**src/rtl/matrix_vector_multiply_core_macros.svh**
```systemverilog
// Assertion helpers; clock and reset are taken from the enclosing module.
`ifndef MATRIX_VECTOR_MULTIPLY_CORE_MACROS_SVH
`define MATRIX_VECTOR_MULTIPLY_CORE_MACROS_SVH
`ifndef SYNTHESIS
`define MVM_ASSERT(label, prop) \
   label: assert property (@(posedge clock) disable iff (reset) (prop)) \
      else $error("mvm assertion failed");
`define MVM_ASSERT_NEXT(label, ante, cons) \
   label: assert property (@(posedge clock) disable iff (reset) (ante) |=> (cons)) \
      else $error("mvm assertion failed");
`else
`define MVM_ASSERT(label, prop)
`define MVM_ASSERT_NEXT(label, ante, cons)
`endif
`endif

```
**src/rtl/mvm_pkg.sv**
```systemverilog
package mvm_pkg;

   localparam int MAX_COLS    = 1024;
   localparam int MAX_ROWS    = 4096;
   localparam int ELEM_WIDTH  = 16;
   localparam int COL_AW      = $clog2(MAX_COLS);
   localparam int ROW_AW      = $clog2(MAX_ROWS);
   localparam int NUM_COLS_W  = 11;
   localparam int NUM_ROWS_W  = 13;
   localparam int PROD_W      = 2 * ELEM_WIDTH;
   localparam int ACC_W       = 48;
   localparam int CSR_IDX_W   = 1;
   localparam int CSR_DATA_W  = 13;
   localparam int QUEUE_DEPTH = 4;
   localparam int QUEUE_AW    = $clog2(QUEUE_DEPTH);
   localparam int QUEUE_CW    = $clog2(QUEUE_DEPTH + 1) + 1;
   localparam int RSP_TDATA_W = 64;
   localparam int RSP_PAD_W   = RSP_TDATA_W - ACC_W - ROW_AW;

   typedef enum logic [0:0] {
      REQ_VECTOR = 1'b0,
      REQ_MATRIX = 1'b1
   } req_kind_type;

   typedef enum logic [CSR_IDX_W-1:0] {
      CSR_NUM_ROWS = 1'b0,
      CSR_NUM_COLS = 1'b1
   } csr_index_type;

   typedef struct packed {
      logic [ELEM_WIDTH-1:0] value;
      logic [ELEM_WIDTH-1:0] xval;
      logic                  eor;
      logic [ROW_AW-1:0]     row_index;
      logic                  last_row;
   } mac_op_type;

endpackage

```
**src/rtl/mvm_fifo.sv**
```systemverilog
`include "matrix_vector_multiply_core_macros.svh"

module mvm_fifo (
   input  logic                         clock,
   input  logic                         reset,
   input  logic                         push,
   input  mvm_pkg::mac_op_type          din,
   input  logic                         pop,
   output mvm_pkg::mac_op_type          dout,
   output logic                         empty,
   output logic [mvm_pkg::QUEUE_CW-1:0] count
);
   import mvm_pkg::*;

   mac_op_type            mem_ff [QUEUE_DEPTH];
   logic [QUEUE_AW-1:0]   wr_ff, wr_in;
   logic [QUEUE_AW-1:0]   rd_ff, rd_in;
   logic [QUEUE_CW-1:0]   count_ff, count_in;
   logic                  full;

   assign empty = (count_ff == '0);
   assign full  = (count_ff == QUEUE_CW'(QUEUE_DEPTH));
   assign count = count_ff;
   assign dout  = mem_ff[rd_ff];

   always_comb begin
      wr_in    = push ? wr_ff + QUEUE_AW'(1) : wr_ff;
      rd_in    = pop ? rd_ff + QUEUE_AW'(1) : rd_ff;
      count_in = count_ff + QUEUE_CW'(push) - QUEUE_CW'(pop);
   end

   always_ff @(posedge clock) begin
      if (reset) begin
         wr_ff    <= '0;
         rd_ff    <= '0;
         count_ff <= '0;
      end else begin
         wr_ff    <= wr_in;
         rd_ff    <= rd_in;
         count_ff <= count_in;
      end
   end

   always_ff @(posedge clock) begin
      if (push) begin
         mem_ff[wr_ff] <= din;
      end
   end

   `MVM_ASSERT(a_no_overflow, !(push && full && !pop))
   `MVM_ASSERT(a_no_underflow, !(pop && empty))
   `MVM_ASSERT_NEXT(a_drain_empty, pop && !push && count_ff == QUEUE_CW'(1), empty)

endmodule

```
**config.mk**
```make
export PLATFORM = sky130hd
export DESIGN_NAME = mvm_fifo
export DESIGN_NICKNAME = d
export VERILOG_FILES = /design/src/rtl/mvm_pkg.sv /design/src/rtl/mvm_fifo.sv
export VERILOG_INCLUDE_DIRS = /design/src /design/src/rtl
export SDC_FILE = /design/constraint.sdc
export NUM_CORES = 1
export LEC_CHECK = 0
export ABC_CLOCK_PERIOD_IN_PS = 3100
export BUFFER_PORTS_ARGS = -buffer_cell sky130_fd_sc_hd__buf_2
export CORE_ASPECT_RATIO = 0.7
export CORE_MARGIN = 2
export CORE_UTILIZATION = 55
export CTS_CLUSTER_SIZE = 8
export DETAILED_ROUTE_END_ITERATION = 10
export PLACE_DENSITY = 0.81
export SLEW_MARGIN = 20
export SYNTH_ARGS = -nofsm -noshare
export SYNTH_HDL_FRONTEND = slang
export SYNTH_SLANG_ARGS = --single-unit
```
**constraint.sdc**
```tcl
create_clock -name clock -period 3.1 [get_ports clock]
set_input_delay 0.31 -clock clock [delete_from_list [all_inputs] [get_ports clock]]
set_output_delay 0.31 -clock clock [all_outputs]
set_load 0.005 [all_outputs]
```
==> results of run 1 <==
## cell type report
| cell class | instances | area (um^2) | share of cell area |
|---|---|---|---|
| clock buffer | 19 | 433 | 0.0507 |
| clock inverter | 13 | 183 | 0.0214 |
| inverter | 9 | 33.8 | 0.00396 |
| multi-input combinational | 81 | 1340 | 0.157 |
| sequential | 194 | 5730 | 0.672 |
| tap | 162 | 203 | 0.0238 |
| timing repair buffer | 109 | 606 | 0.0710 |
## per-layer routing
layer	vias to the layer above	wire length, um	share of wire	track usage
li1	1477	-	-	-
met5	-	7	0.00057	0
met2	99	6010	0.49	0.290
met4	2	82	0.0066	0.0438
met1	1704	5480	0.44	0.250
met3	12	802	0.065	0.0701
## flip-flops by register name, indices dropped and copies added (netlist names), named ones only
signal  cells
mem_ff    184
wr_ff       2
count       4
rd_ff       2
## power by group through the flow
stage | Combinational, uW | Clock [uW] | Sequential (uW)
final | 605 | 2250 | 3080
after global routing | 666 | 2400 | 3090
after CTS | 614 | 2290 | 3080
after detailed placement | 608 | 0 | 3140
after global placement | 588 | 0 | 3130
after floorplan | 385 | 0 | 3110
## metrics by stage
step | area (um^2) | power, uW | setup WS [ps] | utilization
floorplan | 7220 | 3490 | 1050 | -
global placement | 7920 | 3720 | 1120 | 0.629
detailed placement | 7920 | 3750 | 1130 | 0.629
CTS | 8530 | 5990 | 680 | 0.677
global route | 8530 | 6160 | 581 | 0.677
finish | 8530 | 5940 | 735 | 0.677
## placed cells by master, fill, tap and decap left out, drive strengths merged
cell	instances
a21oi	2
a31o	1
and2	4
and3	1
buf	109
bufinv	4
clkbuf	19
clkinv	6
dfxtp	10
edfxtp	184
fa	1
ha	9
inv	12
mux2i	1
mux4	46
nand2	1
nand2b	1
nand3	1
nor2	8
nor2b	1
xnor2	2
xor2	2
## path summary, 6_finish.rpt
kind | startpoint | endpoint | cells past startpoint
max | register | dout[1] | 3
min reg2reg | rd_ff[0] | rd_ff[0] | 2
max reg2reg | wr_ff[1] | mem_ff[1][0] | 4
min | din[14] | mem_ff[1][14] | 1
## synth_stat cells
library cell / instances / area share
a21oi_1: 2 / 0.0014
a31o_2: 1 / 0.0012
and2_1: 4 / 0.0035
and3_1: 1 / 0.00087
buf_12: 4 / 0.011
buf_2: 4 / 0.0028
buf_6: 1 / 0.0016
clkbuf_1: 1 / 0.00052
clkbuf_2: 1 / 0.00069
dfxtp_1: 10 / 0.028
edfxtp_1: 184 / 0.77
fa_1: 1 / 0.0028
ha_1: 9 / 0.016
inv_1: 9 / 0.0047
mux2i_1: 1 / 0.0014
mux4_1: 6 / 0.022
mux4_2: 40 / 0.12
nand2_1: 1 / 0.00052
nand2b_1: 1 / 0.00087
nand3_1: 1 / 0.00069
nor2_1: 8 / 0.0042
nor2b_1: 1 / 0.00087
xnor2_1: 2 / 0.0024
xor2_1: 2 / 0.0024
## cells by family (layout without fill, tap and decap cells)
group / count (synthesis) / in the layout / synth area share
adders and majority gates: 10 / 10 / 0.0184
buffers and inverters: 20 / 150 / 0.0213
and+or+nand+nor: 17 / 17 / 0.0114
DFF: 194 / 194 / 0.793
AOI/OAI and AO/OA: 3 / 3 / 0.00260
muxes: 47 / 47 / 0.148
xor gates and xnor gates: 4 / 4 / 0.00486
==> results.md, run 1 <==
* Status: finished, final reports clean
* CP bufs+invs at 2
* Routability cong. at approximately 0.74
* Placed cell count at 555
* Share of layout cells above drive strength 1 at 0.435
* Sw Share at 0.212
* Critical path, cell by cell: buf_4 -> mux4_1 -> buf_2
* RSZ-0062 raised after global routing: no
* DRC Markers at 0
* Total CTS buffers at 17
* Initial antenna violation count at 1
* Cells resized by post-CTS repair at 0
* Syn_area_per_cell at 24.5 um^2
* F_max at 423 MHz
* Die area at between 0.01 and 0.015 mm^2
* Setup Buffers After CTS at 0
* Port-buffer cells at 100
* P_sw at roughly 1300 uW
* CTS sink cnt at approximately 190
* Worst-Skew Late Latency at about 420 ps
* Crit path time final at between 2000 and 2500 ps
* Post-synthesis cell area at between 0.007 and 0.008 mm^2
* CP endpoint kind: output port
* # Max-Cap Violations at 0
* Worst hold slack at between 100 and 150 ps
* HPWL after detailed placement at 7810 um
* Clock power share at 0.379
* Internal power at 4680 uW
* Via count at 3294
* Htree depth at 4
* DRT antenna net count at 0
* Largest net degree at the start of global routing at 27
* DR WL/cell at 21.1 um
* Worst-path clk slew at 60 ps
* Yosys cell types at 24
* TritonCTS clock tree: done
* Pwr Density at just under 700 mW/mm^2
* DR pass1 iterations at 4
* Die Y at roughly 100 um
* HP Class: primary input to register
* Critical path's top delay family: flip-flops
* Fillers at about 800
* Comb pwr share at 0.102
* Initial drt markers at approximately 180
* Critical path fanouts, max at 23
* Flop-to-flop setup slack at 1220 ps
* Post-synthesis sequential area ratio at 0.793
* Num rows at 34
* Vias per cell at ~5.6
* Core ar. at 0.0126 mm^2
* Worst slew pin tran at around 690 ps
* VDD IR max at 457 uV
* Relative slew slack at 0.538
* I/O pin cnt at between 100 and 150
* CP Data Required Time at approximately 2800 ps
* Layout Skew at approximately 7.9 ps
* Yosys reg bits at between 150 and 200
* Fin nets at 472
* Hold buffers post-CTS at 0
* Gr usage total at 0.184
* CTS Buffer Depth at 2
* CP max stage delay at around 740 ps
* Reg power frac at 0.519
* Routed wire length at approximately 12000 um
* First-pass GRT wire length at around 19000 um
* Synthesized instance count at between 200 and 300
* Remaining global-route overflow at 0
* Worst Setup Start Kind: register
* Starting Density at 0.573
* Slowest library cell on the worst path: dfxtp_2
* Number of global-route vias before repair at 3439
* Worst EP arrival at a little over 2000 ps
* Leak at roughly 0.003 uW
* Die X at roughly 140 um
* CP Class: register to output port
* Finish-stage setup viols at 0
* Synthesis Warnings at 0
* Area grow syn2layout at 18.2%
* Final Hold Viols at 0
* Final cell count without fillers at 587
* Syn Nets at between 300 and 400
* Root Buffer: clkbuf_16
* N_diodes at 0
* Setup TNS Final at 0 ps
* Slew Viols, Final at 0
* Final Cycle Share at 0.763
Note: power is estimated with default switching activity, not from simulation.
==> inputs of run 2 (changes only) <==
Settings changed: ABC_CLOCK_PERIOD_IN_PS 3100 to 2100, CORE_UTILIZATION 55 to 51, PLACE_DENSITY 0.81 to 0.79.
Clock period 3.1 ns to 2.1 ns, I/O delays scaled along.
==> run 2 against run 1 <==
  * Clock power is 28% higher
  * Via count increased by 4.9%
  * Clock skew hardly changed
  * Hold slack lost 96 ps
  * First-iteration DRC count rose by 40%
  * Final area grew 3.8%
  * Die area increased by 7.6%
  * Setup slack worse by 650 ps
  * Sequential power increased by 47%
==> results.md, run 2 (synthesis results as in run 1) <==
* Most frequent cells in the layout: edfxtp_1, buf_2, mux4_2
* Post-DP Area at 0.00799 mm^2 (+0.92%)
* DRC Markers at 0 (unchanged)
* N_diodes at 0 (unchanged)
* Met2 Usage GRT at 0.278 (-0.0121)
* DR WL/cell at 19.3 um (-8.7%)
* Gr usage total at 0.175 (-0.00852)
* Largest Register: mem_ff
* DRT antenna net count at 0 (unchanged)
* Final Hold Viols at 0 (unchanged)
* Vias per cell at 5.28 (-6.0%)
* Core ar. at 0.0139 mm^2 (+10%)
* Final Cycle Share at 0.958
* Initial antenna violation count at 0 (-1)
* Worst-path clk slew at 60 ps (about the same)
* Die Y at 104 um (+3.7%)
* Port-buffer cells at 100 (unchanged)
* Layout Skew at 8.34 ps (+0.415 ps)
* # Max-Cap Violations at 0 (unchanged)
* Crit path time final at about 2000 ps
* Busiest grt layer: met2
* CP Class: register to output port
* Slew Viols, Final at 0 (unchanged)
* Worst-Skew Late Latency at 420 ps (about the same)
* First-pass GRT wire length at 19700 um (+5.4%)
* Via count at 3456 (+4.9%)
* Number of global-route vias before repair at 3685 (+7.2%)
* Remaining global-route overflow at 0 (unchanged)
* Largest net degree at the start of global routing at 47 (+74%)
* Pwr Density at 948 mW/mm^2 (+36%)
* Worst Setup Start Kind: register
* Final Cell Area at 0.00885 mm^2 (+3.8%)
* Fillers at 959 (+18%)
* Share of layout cells above drive strength 1 at 0.415 (-0.0202)
* CP max stage delay at 570 ps (-170 ps)
* CP Data Required Time at 1890 ps (-900 ps)
* Routed wire length at 12600 um (+1.9%)
* Relative slew slack at 0.706 (+0.168)
* Root Buffer: clkbuf_16
* HPWL after detailed placement at 7630 um (-2.3%)
* VDD IR max at 531 uV (+16%)
* Status: finished, final reports clean
* Critical path fanouts, max at 12 (-48%)
* RSZ-0062 raised after global routing: yes
* Worst EP arrival at 1800 ps (-250 ps)
* Critical path, cell by cell: buf_12 -> mux4_1 -> buf_2
* Starting Density at 0.520 (-0.0529)
* CTS sink cnt at 194 (unchanged)
* Placed cell count at 588 (+5.9%)
* Num rows at 36 (+5.9%)
* Die X at 146 um (+3.7%)
* Final cell count without fillers at 655 (+12%)
* F_max at around 500 MHz
* Max reg flops at 184 (unchanged)
* Met1 usage at 0.239 (-0.0106)
* Slowest library cell on the worst path: mux4_1
* DR pass1 iterations at 4 (unchanged)
* Initial drt markers at 253 (+40%)
* I/O pin cnt at 101 (unchanged)
* GR Util met3 at 0.0480 (-0.0221)
* Most common cell after layout, fill and taps aside: edfxtp_1
* Die area at 0.0151 mm^2 (+7.6%)
* Fin nets at 512 (+8.5%)
* Worst slew pin tran at 441 ps (-252 ps)
* Leak at 0.00309 uW (+4.1%)
* Finish-stage setup viols at 0 (unchanged)
* TritonCTS clock tree: done
* Design Power at 8390 uW (+41%)
* Setup TNS Final at 0 ps (unchanged)
* Routability cong. at 0.712 (-4.3%)
* Area grow syn2layout at 22.6%
* Htree depth at 4 (unchanged)
* CTS Buffer Depth at 2 (unchanged)
* HP Class: primary input to register
* Total CTS buffers at 17 (unchanged)
* CP endpoint kind: output port
run 2: cell count changes in the layout (fill, tap and decap cells not counted), moves of 3 or more:
cell and change:
buf_4 +10, bufinv_16 -3, clkinv_1 +4, clkinvlp_4 +3, dlygate4sd3_1 +29, inv_6 -3
run 2: through the flow:
step / hold WS [ps] / utilization / worst slack (ps)
finish: 12.9 / 0.638 / 87.5
CTS: 0.157 / 0.636 / 19.0
global route: 0.886 / 0.638 / -12.2
detailed placement: 427 / 0.576 / 355
floorplan: 309 / - / 47.0
global placement: 418 / 0.576 / 354
run 2: final timing paths:
path / from / endpoint / slack (ps) / cells past startpoint
max: register / dout[1] / 90 / 3
min: din[30] / mem_ff[0][30] / 10 / 1
max reg2reg: count[0] / count[2] / 500 / 8
min reg2reg: rd_ff[0] / rd_ff[0] / 550 / 2
run 2: critical path, delay by kind of cell (launching register included):
family	cells	cell delay, ps
multiplexers	1	570
buffers and inverters	2	340
flip-flops	1	470
run 2: cell type report:
class,instances,area [um^2],area share
Inverter,9,33.8,0.00382
Clock buffer,19,433,0.0489
Tap cell,190,238,0.0269
Sequential cell,194,5730,0.647
Clock inverter,13,95.1,0.0107
Timing Repair Buffer,149,982,0.111
Multi-Input combinational cell,81,1340,0.151
run 2: repair_timing:
action                                 CTS  global route
setup buffers                            4             2
setup endpoints to repair               22             3
gates resized for setup                  0             2
hold buffers                            28             1
endpoints found under the hold margin  108             4
gates cloned                             0             0
run 2: report_power, final:
part | leakage, uW | switching [uW] | internal, uW
Clock | 0.000250 | 1270 | 1600
Combinational | 0.00107 | 469 | 522
Sequential | 0.00177 | 70.6 | 4450
Total | 0.00309 | 1810 | 6580
run 2: routing by layer:
metal  routed length, um  part of all wire
met5                   0                 0
met4                 191             0.015
met2                6030              0.48
met1                5710              0.45
met3                 678             0.054
