===== src/rtl/matrix_vector_multiply_core_macros.svh =====
// Assertion helpers; clock and reset are taken from the enclosing module.
`ifndef MATRIX_VECTOR_MULTIPLY_CORE_MACROS_SVH
`define MATRIX_VECTOR_MULTIPLY_CORE_MACROS_SVH
`ifndef SYNTHESIS
`define MVM_ASSERT(label, prop) \
   label: assert property (@(posedge clock) disable iff (reset) (prop)) \
      else $error("mvm assertion failed");
`define MVM_ASSERT_NEXT(label, ante, cons) \
   label: assert property (@(posedge clock) disable iff (reset) (ante) |=> (cons)) \
      else $error("mvm assertion failed");
`else
`define MVM_ASSERT(label, prop)
`define MVM_ASSERT_NEXT(label, ante, cons)
`endif
`endif


===== src/rtl/mvm_pkg.sv =====
package mvm_pkg;

   localparam int MAX_COLS    = 1024;
   localparam int MAX_ROWS    = 4096;
   localparam int ELEM_WIDTH  = 16;
   localparam int COL_AW      = $clog2(MAX_COLS);
   localparam int ROW_AW      = $clog2(MAX_ROWS);
   localparam int NUM_COLS_W  = 11;
   localparam int NUM_ROWS_W  = 13;
   localparam int PROD_W      = 2 * ELEM_WIDTH;
   localparam int ACC_W       = 48;
   localparam int CSR_IDX_W   = 1;
   localparam int CSR_DATA_W  = 13;
   localparam int QUEUE_DEPTH = 4;
   localparam int QUEUE_AW    = $clog2(QUEUE_DEPTH);
   localparam int QUEUE_CW    = $clog2(QUEUE_DEPTH + 1) + 1;
   localparam int RSP_TDATA_W = 64;
   localparam int RSP_PAD_W   = RSP_TDATA_W - ACC_W - ROW_AW;

   typedef enum logic [0:0] {
      REQ_VECTOR = 1'b0,
      REQ_MATRIX = 1'b1
   } req_kind_type;

   typedef enum logic [CSR_IDX_W-1:0] {
      CSR_NUM_ROWS = 1'b0,
      CSR_NUM_COLS = 1'b1
   } csr_index_type;

   typedef struct packed {
      logic [ELEM_WIDTH-1:0] value;
      logic [ELEM_WIDTH-1:0] xval;
      logic                  eor;
      logic [ROW_AW-1:0]     row_index;
      logic                  last_row;
   } mac_op_type;

endpackage


===== src/rtl/mvm_back.sv =====
`include "matrix_vector_multiply_core_macros.svh"

module mvm_back (
   input  logic                          clock,
   input  logic                          reset,
   input  logic                          q_empty,
   input  mvm_pkg::mac_op_type           q_data,
   output logic                          q_pop,
   output logic                          rsp_tvalid,
   input  logic                          rsp_tready,
   output logic [mvm_pkg::ACC_W-1:0]     row_sum,
   output logic [mvm_pkg::ROW_AW-1:0]    row_index,
   output logic                          last_row
);
   import mvm_pkg::*;

   logic                  m_valid_ff, m_valid_in;
   logic [PROD_W-1:0]     m_prod_ff, m_prod_in;
   logic                  m_eor_ff, m_eor_in;
   logic [ROW_AW-1:0]     m_row_ff, m_row_in;
   logic                  m_last_ff, m_last_in;
   logic [ACC_W-1:0]      acc_ff, acc_in;
   logic                  out_valid_ff, out_valid_in;
   logic [ACC_W-1:0]      out_sum_ff, out_sum_in;
   logic [ROW_AW-1:0]     out_row_ff, out_row_in;
   logic                  out_last_ff, out_last_in;

   logic                  stall;
   logic                  m_adv;
   logic                  retire;
   logic [ACC_W-1:0]      sum;

   assign stall  = out_valid_ff & ~rsp_tready;
   assign m_adv  = ~m_valid_ff | ~(m_eor_ff & stall);
   assign q_pop  = ~q_empty & m_adv;
   assign retire = m_valid_ff & m_adv;
   assign sum    = acc_ff + {{(ACC_W - PROD_W){m_prod_ff[PROD_W-1]}}, m_prod_ff};

   always_comb begin
      m_valid_in = m_adv ? q_pop : m_valid_ff;
      m_prod_in  = m_prod_ff;
      m_eor_in   = m_eor_ff;
      m_row_in   = m_row_ff;
      m_last_in  = m_last_ff;
      if (q_pop) begin
         m_prod_in = PROD_W'($signed(q_data.value) * $signed(q_data.xval));
         m_eor_in  = q_data.eor;
         m_row_in  = q_data.row_index;
         m_last_in = q_data.last_row;
      end
   end

   always_comb begin
      acc_in       = acc_ff;
      out_valid_in = out_valid_ff & ~rsp_tready;
      out_sum_in   = out_sum_ff;
      out_row_in   = out_row_ff;
      out_last_in  = out_last_ff;
      if (retire) begin
         if (m_eor_ff) begin
            acc_in       = '0;
            out_valid_in = 1'b1;
            out_sum_in   = sum;
            out_row_in   = m_row_ff;
            out_last_in  = m_last_ff;
         end else begin
            acc_in = sum;
         end
      end
   end

   always_ff @(posedge clock) begin
      if (reset) begin
         m_valid_ff   <= 1'b0;
         acc_ff       <= '0;
         out_valid_ff <= 1'b0;
      end else begin
         m_valid_ff   <= m_valid_in;
         acc_ff       <= acc_in;
         out_valid_ff <= out_valid_in;
      end
   end

   always_ff @(posedge clock) begin
      m_prod_ff   <= m_prod_in;
      m_eor_ff    <= m_eor_in;
      m_row_ff    <= m_row_in;
      m_last_ff   <= m_last_in;
      out_sum_ff  <= out_sum_in;
      out_row_ff  <= out_row_in;
      out_last_ff <= out_last_in;
   end

   assign rsp_tvalid = out_valid_ff;
   assign row_sum    = out_sum_ff;
   assign row_index  = out_row_ff;
   assign last_row   = out_last_ff;

   `MVM_ASSERT_NEXT(a_row_emits, retire && m_eor_ff, out_valid_ff)
   `MVM_ASSERT_NEXT(a_acc_clears, retire && m_eor_ff, acc_ff == '0)
   `MVM_ASSERT_NEXT(a_mac_holds, m_valid_ff && !m_adv, m_valid_ff && m_eor_ff)

endmodule


===== config.mk =====
export PLATFORM = sky130hd
export DESIGN_NAME = mvm_back
export DESIGN_NICKNAME = d
export VERILOG_FILES = /design/src/rtl/mvm_pkg.sv /design/src/rtl/mvm_back.sv
export VERILOG_INCLUDE_DIRS = /design/src /design/src/rtl
export SDC_FILE = /design/constraint.sdc
export NUM_CORES = 1
export LEC_CHECK = 0
export ABC_CLOCK_PERIOD_IN_PS = 8200
export BUFFER_PORTS_ARGS = -buffer_cell sky130_fd_sc_hd__buf_4
export CORE_UTILIZATION = 52
export DETAILED_ROUTE_END_ITERATION = 16
export GPL_TIMING_DRIVEN = 0
export PLACE_DENSITY = 0.81
export SLEW_MARGIN = 20
export SYNTH_ARGS = -nofsm -noshare
export SYNTH_HDL_FRONTEND = slang
export SYNTH_SLANG_ARGS = --single-unit

===== constraint.sdc =====
create_clock -name clock -period 8.2 [get_ports clock]
set_input_delay 0.82 -clock clock [delete_from_list [all_inputs] [get_ports clock]]
set_output_delay 0.82 -clock clock [all_outputs]
set_load 0.01 [all_outputs]

==> qor.yml, run 1 <==
status: "complete, no violations"
drc: 0
crit_path_cell_trace: "buf_4 -> clkbuf_1 -> nand2_1 -> fa_1 -> inv_1 -> fa_1 -> inv_1 -> fa_1 -> inv_1 -> fa_1 -> fa_1 -> inv_1 -> fa_1 -> inv_1 -> ha_1 -> a211oi_1 -> nand2_1 -> a2111oi_0 -> a21bo_2 -> nand3_1 -> a21oi_1 -> a2111o_1 -> a21oi_1 -> xnor2_1"
clock_path_buffers: 2
setup_tns_ns: 0
crit_type: "in -> reg"
drive_gt1_share_pct: 9.60
grt_remaining_overflow: 0
synth_edf_count: 107
yosysSeqAreaShare_pct: 24.0
port_buffers: 111
via_per_inst: 5.49
grt-busiest-layer: "met2"
yosys_warnings: 0
final-setup-viol-count: 0
synth.avg_cell_area_um2: 9.86
synth_cells: 1781
antennaDiodeCount: 0
cts_setup_buffers: 0
drt_iter0_drc: 916
final_nets: 2357
n_fill_cell: 2801
grt_pass1_wl_mm: 68.7
rsz0062_at_grt: "false"
worstPathRequired_ns: 8.35
die_height_um: 186
grt_pass1_vias: 13552
area_growth_syn_to_layout_pct: 11.8
slew_headroom_pct: 47.1
synth-async-reset-ratio_pct: 0
period_needed_ns: 7.12
io-pin-count: 113
firstDrtPassIters: 6
cts.reportedPaths.clkPinSlew_ns: 0.07
finalHoldViolations: 0
ys_ff_latch: 157
vias: 13013
cts_sinks: 157
fmax_mhz: 141
cts_hold_buffers: 0
wire_per_inst_um: 17.9
dp_hpwl_mm: 35.1
worstSetupEndpointType: "flip-flop"
grt_util_met2_pct: 45.6
grt_use_met3_pct: 3.38
start_kind: "input port"
worst_clock_skew_ns: 0.00966
crit_family: "adder cells"
hp-class: "reg -> reg"
crit_fanout: 10
cp.arrival_ns: 7.27
tightest_slew_ns: 0.794
die_x_um: 186
drtAntennaViolNets: 0
synth_flop_cell: "edfxtp_1"
critical_path.max_stage_delay_ns: 0.56
ys_types: 71
cts_tree: "done"
htree_levels: 4
antenna_found_initial: 0
drv_slew: 0
drt_wl_total_mm: 42.3
initial_core_util_pct: 53.4
fin_crit_sh_pct: 86.8
grt_max_degree: 27
crit_buf_inv: 7
cpMostUsedCell: "fa_1"
netlist_area_um2: 17600
drv_cap: 0
use_met1_pct: 33.1
grt_usage_pct: 25.7
rows: 66
core_um2: 32900
cts.repair.resized: 0
clk_latency_ns: 0.42
die-area_um2: 34500
numCtsBuffers: 17
place_congestion: 0.944
slowest_stage: "clkbuf_1"
root_buffer: "clkbuf_16"
syn-num-nets: 2223
path summary, 6_finish.rpt:
check / slack [ns] / start / depth (start not counted) / end
worst min register to register: 0.42 / m_row_ff[10]$_DFFE_PP_ / 0 / row_index[10]$_DFFE_PP_
worst max register to register: 4.25 / m_prod_ff[0]$_DFFE_PP_ / 11 / acc_ff[36]$_SDFFE_PP0P_
worst max-delay path: 1.08 / q_data[37] / 24 / m_prod_ff[31]$_DFFE_PP_
worst min-delay path: 0.42 / m_row_ff[10]$_DFFE_PP_ / 0 / row_index[10]$_DFFE_PP_
flip-flops by register name, indices dropped and copies added (netlist names):
register,count
acc_ff,48
last_row,1
m_eor_ff,1
m_last_ff,1
m_prod_ff,32
m_row_ff,12
m_valid_ff,1
row_index,12
row_sum,48
rsp_tvalid,1
layout make-up:
cell class	count	area [um2]	share of cell area (%)
Tap cell	442	553	2.82
Buffer	63	279	1.42
Inverter	333	1250	6.37
Multi-Input combinational cell	1228	11800	60.3
Sequential cell	157	4210	21.5
Timing Repair Buffer	115	931	4.74
Clock inverter	14	134	0.682
Clock buffer	18	429	2.19
cell usage after synthesis, drive strengths merged, types with 4 or more instances:
library cell / instances / share of area, %
a22oi: 26 / 1.1
a21o: 28 / 1.2
and2: 127 / 4.5
a21oi: 88 / 2.5
o31ai: 7 / 0.36
nand4: 9 / 0.32
o211ai: 6 / 0.26
xor2: 26 / 1.3
xnor2: 58 / 2.9
nand2: 193 / 4.2
inv: 333 / 7.1
ha: 129 / 9.2
nand2b: 6 / 0.21
nor2: 73 / 1.6
a211oi: 7 / 0.30
a2111oi: 5 / 0.36
nor4: 4 / 0.14
edfxtp: 107 / 18
a31oi: 10 / 0.36
o21a: 12 / 0.51
clkbuf: 48 / 1.0
o21bai: 12 / 0.51
buf: 15 / 0.56
nor3: 8 / 0.23
a32o: 4 / 0.23
fa: 263 / 30
and3: 11 / 0.39
o21ai: 43 / 1.3
a22o: 13 / 0.65
nand3: 15 / 0.43
dfxtp: 50 / 5.7
stage by stage:
| stage | utilization, % | std cells | worst slack [ns] | hold WS, ns | cell area, um2 |
|---|---|---|---|---|---|
| 2_1_floorplan | - | 1781 | 1.54 | 0.400 | 17600 |
| 3_3_place_gp | 57.6 | 2334 | 0.743 | 0.404 | 18900 |
| 3_5_place_dp | 58.0 | 2338 | 0.654 | 0.412 | 19100 |
| 4_1_cts | 59.7 | 2370 | 1.09 | 0.424 | 19600 |
| 5_1_grt | 59.7 | 2370 | 0.852 | 0.426 | 19600 |
| 6_report | 59.7 | 2370 | 1.08 | 0.423 | 19600 |
worst register-to-register path, delay by kind of cell, from the launching register on:
family                     cells  cell delay (ns)
DFF                            1             0.42
adders and majority gates      2             0.70
muxes                          1             0.39
AOI/OAI and AO/OA              8             2.36
cells by family after synthesis:
| logic type | count (synthesis) | share of synthesized area [%] |
|---|---|---|
| AOI/OAI and AO/OA | 290 | 11.2 |
| muxes | 3 | 0.178 |
| DFF | 157 | 24.0 |
| adders and majority gates | 392 | 39.2 |
| buffers and inverters | 396 | 8.71 |
| xor gates and xnor gates | 84 | 4.23 |
| and+or+nand+nor | 459 | 12.5 |
cells in the final DEF, fill, tap and decap left out, drive strengths merged, types with 66 or more instances in the layout:
| cell type | Yosys | routed |
|---|---|---|
| a21oi | 88 | 88 |
| fa | 263 | 263 |
| edfxtp | 107 | 107 |
| inv | 333 | 340 |
| nor2 | 73 | 73 |
| buf | 15 | 130 |
| nand2 | 193 | 193 |
| clkbuf | 48 | 66 |
| ha | 129 | 129 |
| and2 | 127 | 127 |
per-layer routing:
layer | up-vias | part of all wire, %
met1 | 6491 | 42
met3 | 61 | 6.5
met2 | 459 | 49
li1 | 6002 | -
met5 | - | 0
met4 | 0 | 2.0
Power of run 1 is left out: the tool's default activity adds up to more than one toggle a clock period on the data nets, which glitch-free logic cannot reach.
==> run 2: changes to the inputs <==
Settings changed: CORE_UTILIZATION 52 to 25, CTS_BUF_LIST from default to sky130_fd_sc_hd__clkbuf_4 sky130_fd_sc_hd__clkbuf_8 sky130_fd_sc_hd__clkbuf_16, PLACE_DENSITY 0.81 to 0.51.
==> run 2 against run 1 <==
Net effect: worst setup slack lost 0.10 ns; count of clock-buffer cells in the layout shrank 1; via count shrank 3.6%; global-route usage decreased by 12 points; flip-flop and latch count stayed put; hold slack lost 0.0037 ns; die area rose by 110%; design area is 3.4% higher; final cell count increased by 21%; critical path type unchanged; register-to-register slack better by 0.16 ns.
==> qor.yml, run 2 (synthesized netlist as in run 1, its figures left out) <==
status: "complete, no violations"
hold_depth: 0  # unchanged
grt_pass1_wl_mm: 75.3  # +9.6%
n_fill_cell: 7258  # +160%
drtAntennaViolNets: 0  # unchanged
grt_pass1_vias: 13550  # -0.015%
grt_max_degree: 28  # +3.7%
path_depth: 24  # unchanged
fin_crit_sh_pct: 88.0  # +1.3 points
firstDrtPassIters: 5  # -1
die_x_um: 267  # +44%
drive_gt1_share_pct: 9.70  # +0.10 points
cts_setup_buffers: 0  # unchanged
final_common_cell: "inv_1"
critical_path.max_stage_delay_ns: 0.53  # -0.03 ns
dp_hpwl_mm: 39.7  # +13%
worst_clock_skew_ns: 0.00879  # -0.000873 ns
drv_cap: 0  # unchanged
die-area_um2: 71300  # +110%
crit_path_cell_trace: "buf_4 -> clkbuf_1 -> nand2_1 -> fa_1 -> inv_1 -> fa_1 -> inv_1 -> fa_1 -> inv_1 -> fa_1 -> fa_1 -> inv_1 -> fa_1 -> inv_1 -> ha_1 -> a211oi_1 -> nand2_1 -> a2111oi_0 -> a21bo_2 -> nand3_1 -> a21oi_1 -> a2111o_1 -> a21oi_1 -> xnor2_1"
crit_family: "adder cells"
drc: 0  # unchanged
antennaDiodeCount: 0  # unchanged
root_buffer: "clkbuf_16"
place_congestion: 0.873  # -7.5%
wire_per_inst_um: 16.4  # -8.0%
hp-class: "reg -> reg"
drt_iter0_drc: 592  # -35%
crit_buf_inv: 7  # unchanged
clk_latency_ns: 0.44  # +0.02 ns
final-setup-viol-count: 0  # unchanged
worstPathRequired_ns: 8.37  # +0.02 ns
drt_wl_total_mm: 47.0  # +11%
cts.reportedPaths.clkPinSlew_ns: 0.06  # about the same
initial_core_util_pct: 25.4  # -28 points
slew_headroom_pct: 45.0  # -2.0 points
cp.arrival_ns: 7.39  # +0.12 ns
setup_tns_ns: 0  # unchanged
area_growth_syn_to_layout_pct: 15.6
r2r_cells: 11  # unchanged
rsz0062_at_grt: "false"
fmax_mhz: 139  # -1.5%
tightest_slew_ns: 0.824  # +0.0307 ns
numCtsBuffers: 17  # unchanged
grt_remaining_overflow: 0  # unchanged
via_per_inst: 4.39  # -20%
crit_fanout: 10  # unchanged
worstSetupEndpointType: "flip-flop"
rows: 96  # +45%
cts_tree: "done"
htree_levels: 4  # unchanged
finalHoldViolations: 0  # unchanged
cts_hold_buffers: 0  # unchanged
drv_slew: 0  # unchanged
clock_path_buffers: 2  # unchanged
slowest_stage: "fa_1"
start_kind: "input port"
grt_usage_pct: 13.6  # -12 points
period_needed_ns: 7.22  # +0.105 ns
antenna_found_initial: 1  # +1
core_um2: 69100  # +110%
io-pin-count: 113  # unchanged
cts_sinks: 157  # unchanged
cpMostUsedCell: "fa_1"
final_cell_mix: "inv_1, fa_1, nand2_1"
final_nets: 2357  # unchanged
die_height_um: 267  # +44%
cts.repair.resized: 0  # unchanged
port_buffers: 111  # unchanged
crit_type: "in -> reg"
vias: 12543  # -3.6%
run 2: cell types whose count changed in the layout (fill, tap and decap cells not counted), sizes merged:
cell,before,now
clkinv,4,1
clkinvlp,2,4
bufinv,1,2
clkbuf,66,65
inv,340,341
run 2: final timing paths:
path                                             start                      end  slack, ns
worst min-delay path             m_row_ff[7]$_DFFE_PP_   row_index[7]$_DFFE_PP_       0.42
worst max register to register  m_prod_ff[0]$_DFFE_PP_  acc_ff[36]$_SDFFE_PP0P_       4.41
worst max-delay path                        q_data[36]  m_prod_ff[31]$_DFFE_PP_       0.98
worst min register to register   m_row_ff[7]$_DFFE_PP_   row_index[7]$_DFFE_PP_       0.42
run 2: per-stage QoR:
| step | hold slack (ns) | utilization [%] | instance area [um2] | setup WS, ns | cells |
|---|---|---|---|---|---|
| 2_1_floorplan | 0.400 | - | 17600 | 1.54 | 1781 |
| 3_3_place_gp | 0.401 | 28.3 | 19600 | 0.631 | 2823 |
| 3_5_place_dp | 0.405 | 28.5 | 19700 | 0.586 | 2827 |
| 4_1_cts | 0.421 | 29.4 | 20300 | 1.08 | 2859 |
| 5_1_grt | 0.426 | 29.4 | 20300 | 0.751 | 2859 |
| 6_report | 0.419 | 29.4 | 20300 | 0.980 | 2859 |
run 2: layout make-up:
cell class,count,area [um2],share of cell area (%)
inverter,333,1250,6.16
tap,931,1160,5.74
clock buffer,17,425,2.10
sequential,157,4210,20.8
timing repair buffer,115,936,4.61
multi-input combinational,1228,11800,58.4
buffer,63,279,1.38
clock inverter,15,179,0.882
run 2: routing by layer:
layer | part of all wire (%) | GRT usage [%]
met1 | 48 | 18.5
met2 | 45 | 22.0
met3 | 4.9 | 2.21
met4 | 2.4 | 4.13
met5 | 0 | 0
run 2: worst reg2reg max path: stages (launching register included):
cell and delay, ns:
edfxtp_1 0.42, ha_1 0.27, fa_1 0.44, a211oi_1 0.29, o21ai_2 0.15, o21ai_1 0.31
a2111oi_2 0.15, a41oi_1 0.50, a21oi_1 0.21, a21oi_1 0.37, mux2_2 0.38, a31o_2 0.21
Power of run 2 is left out for the same reason.
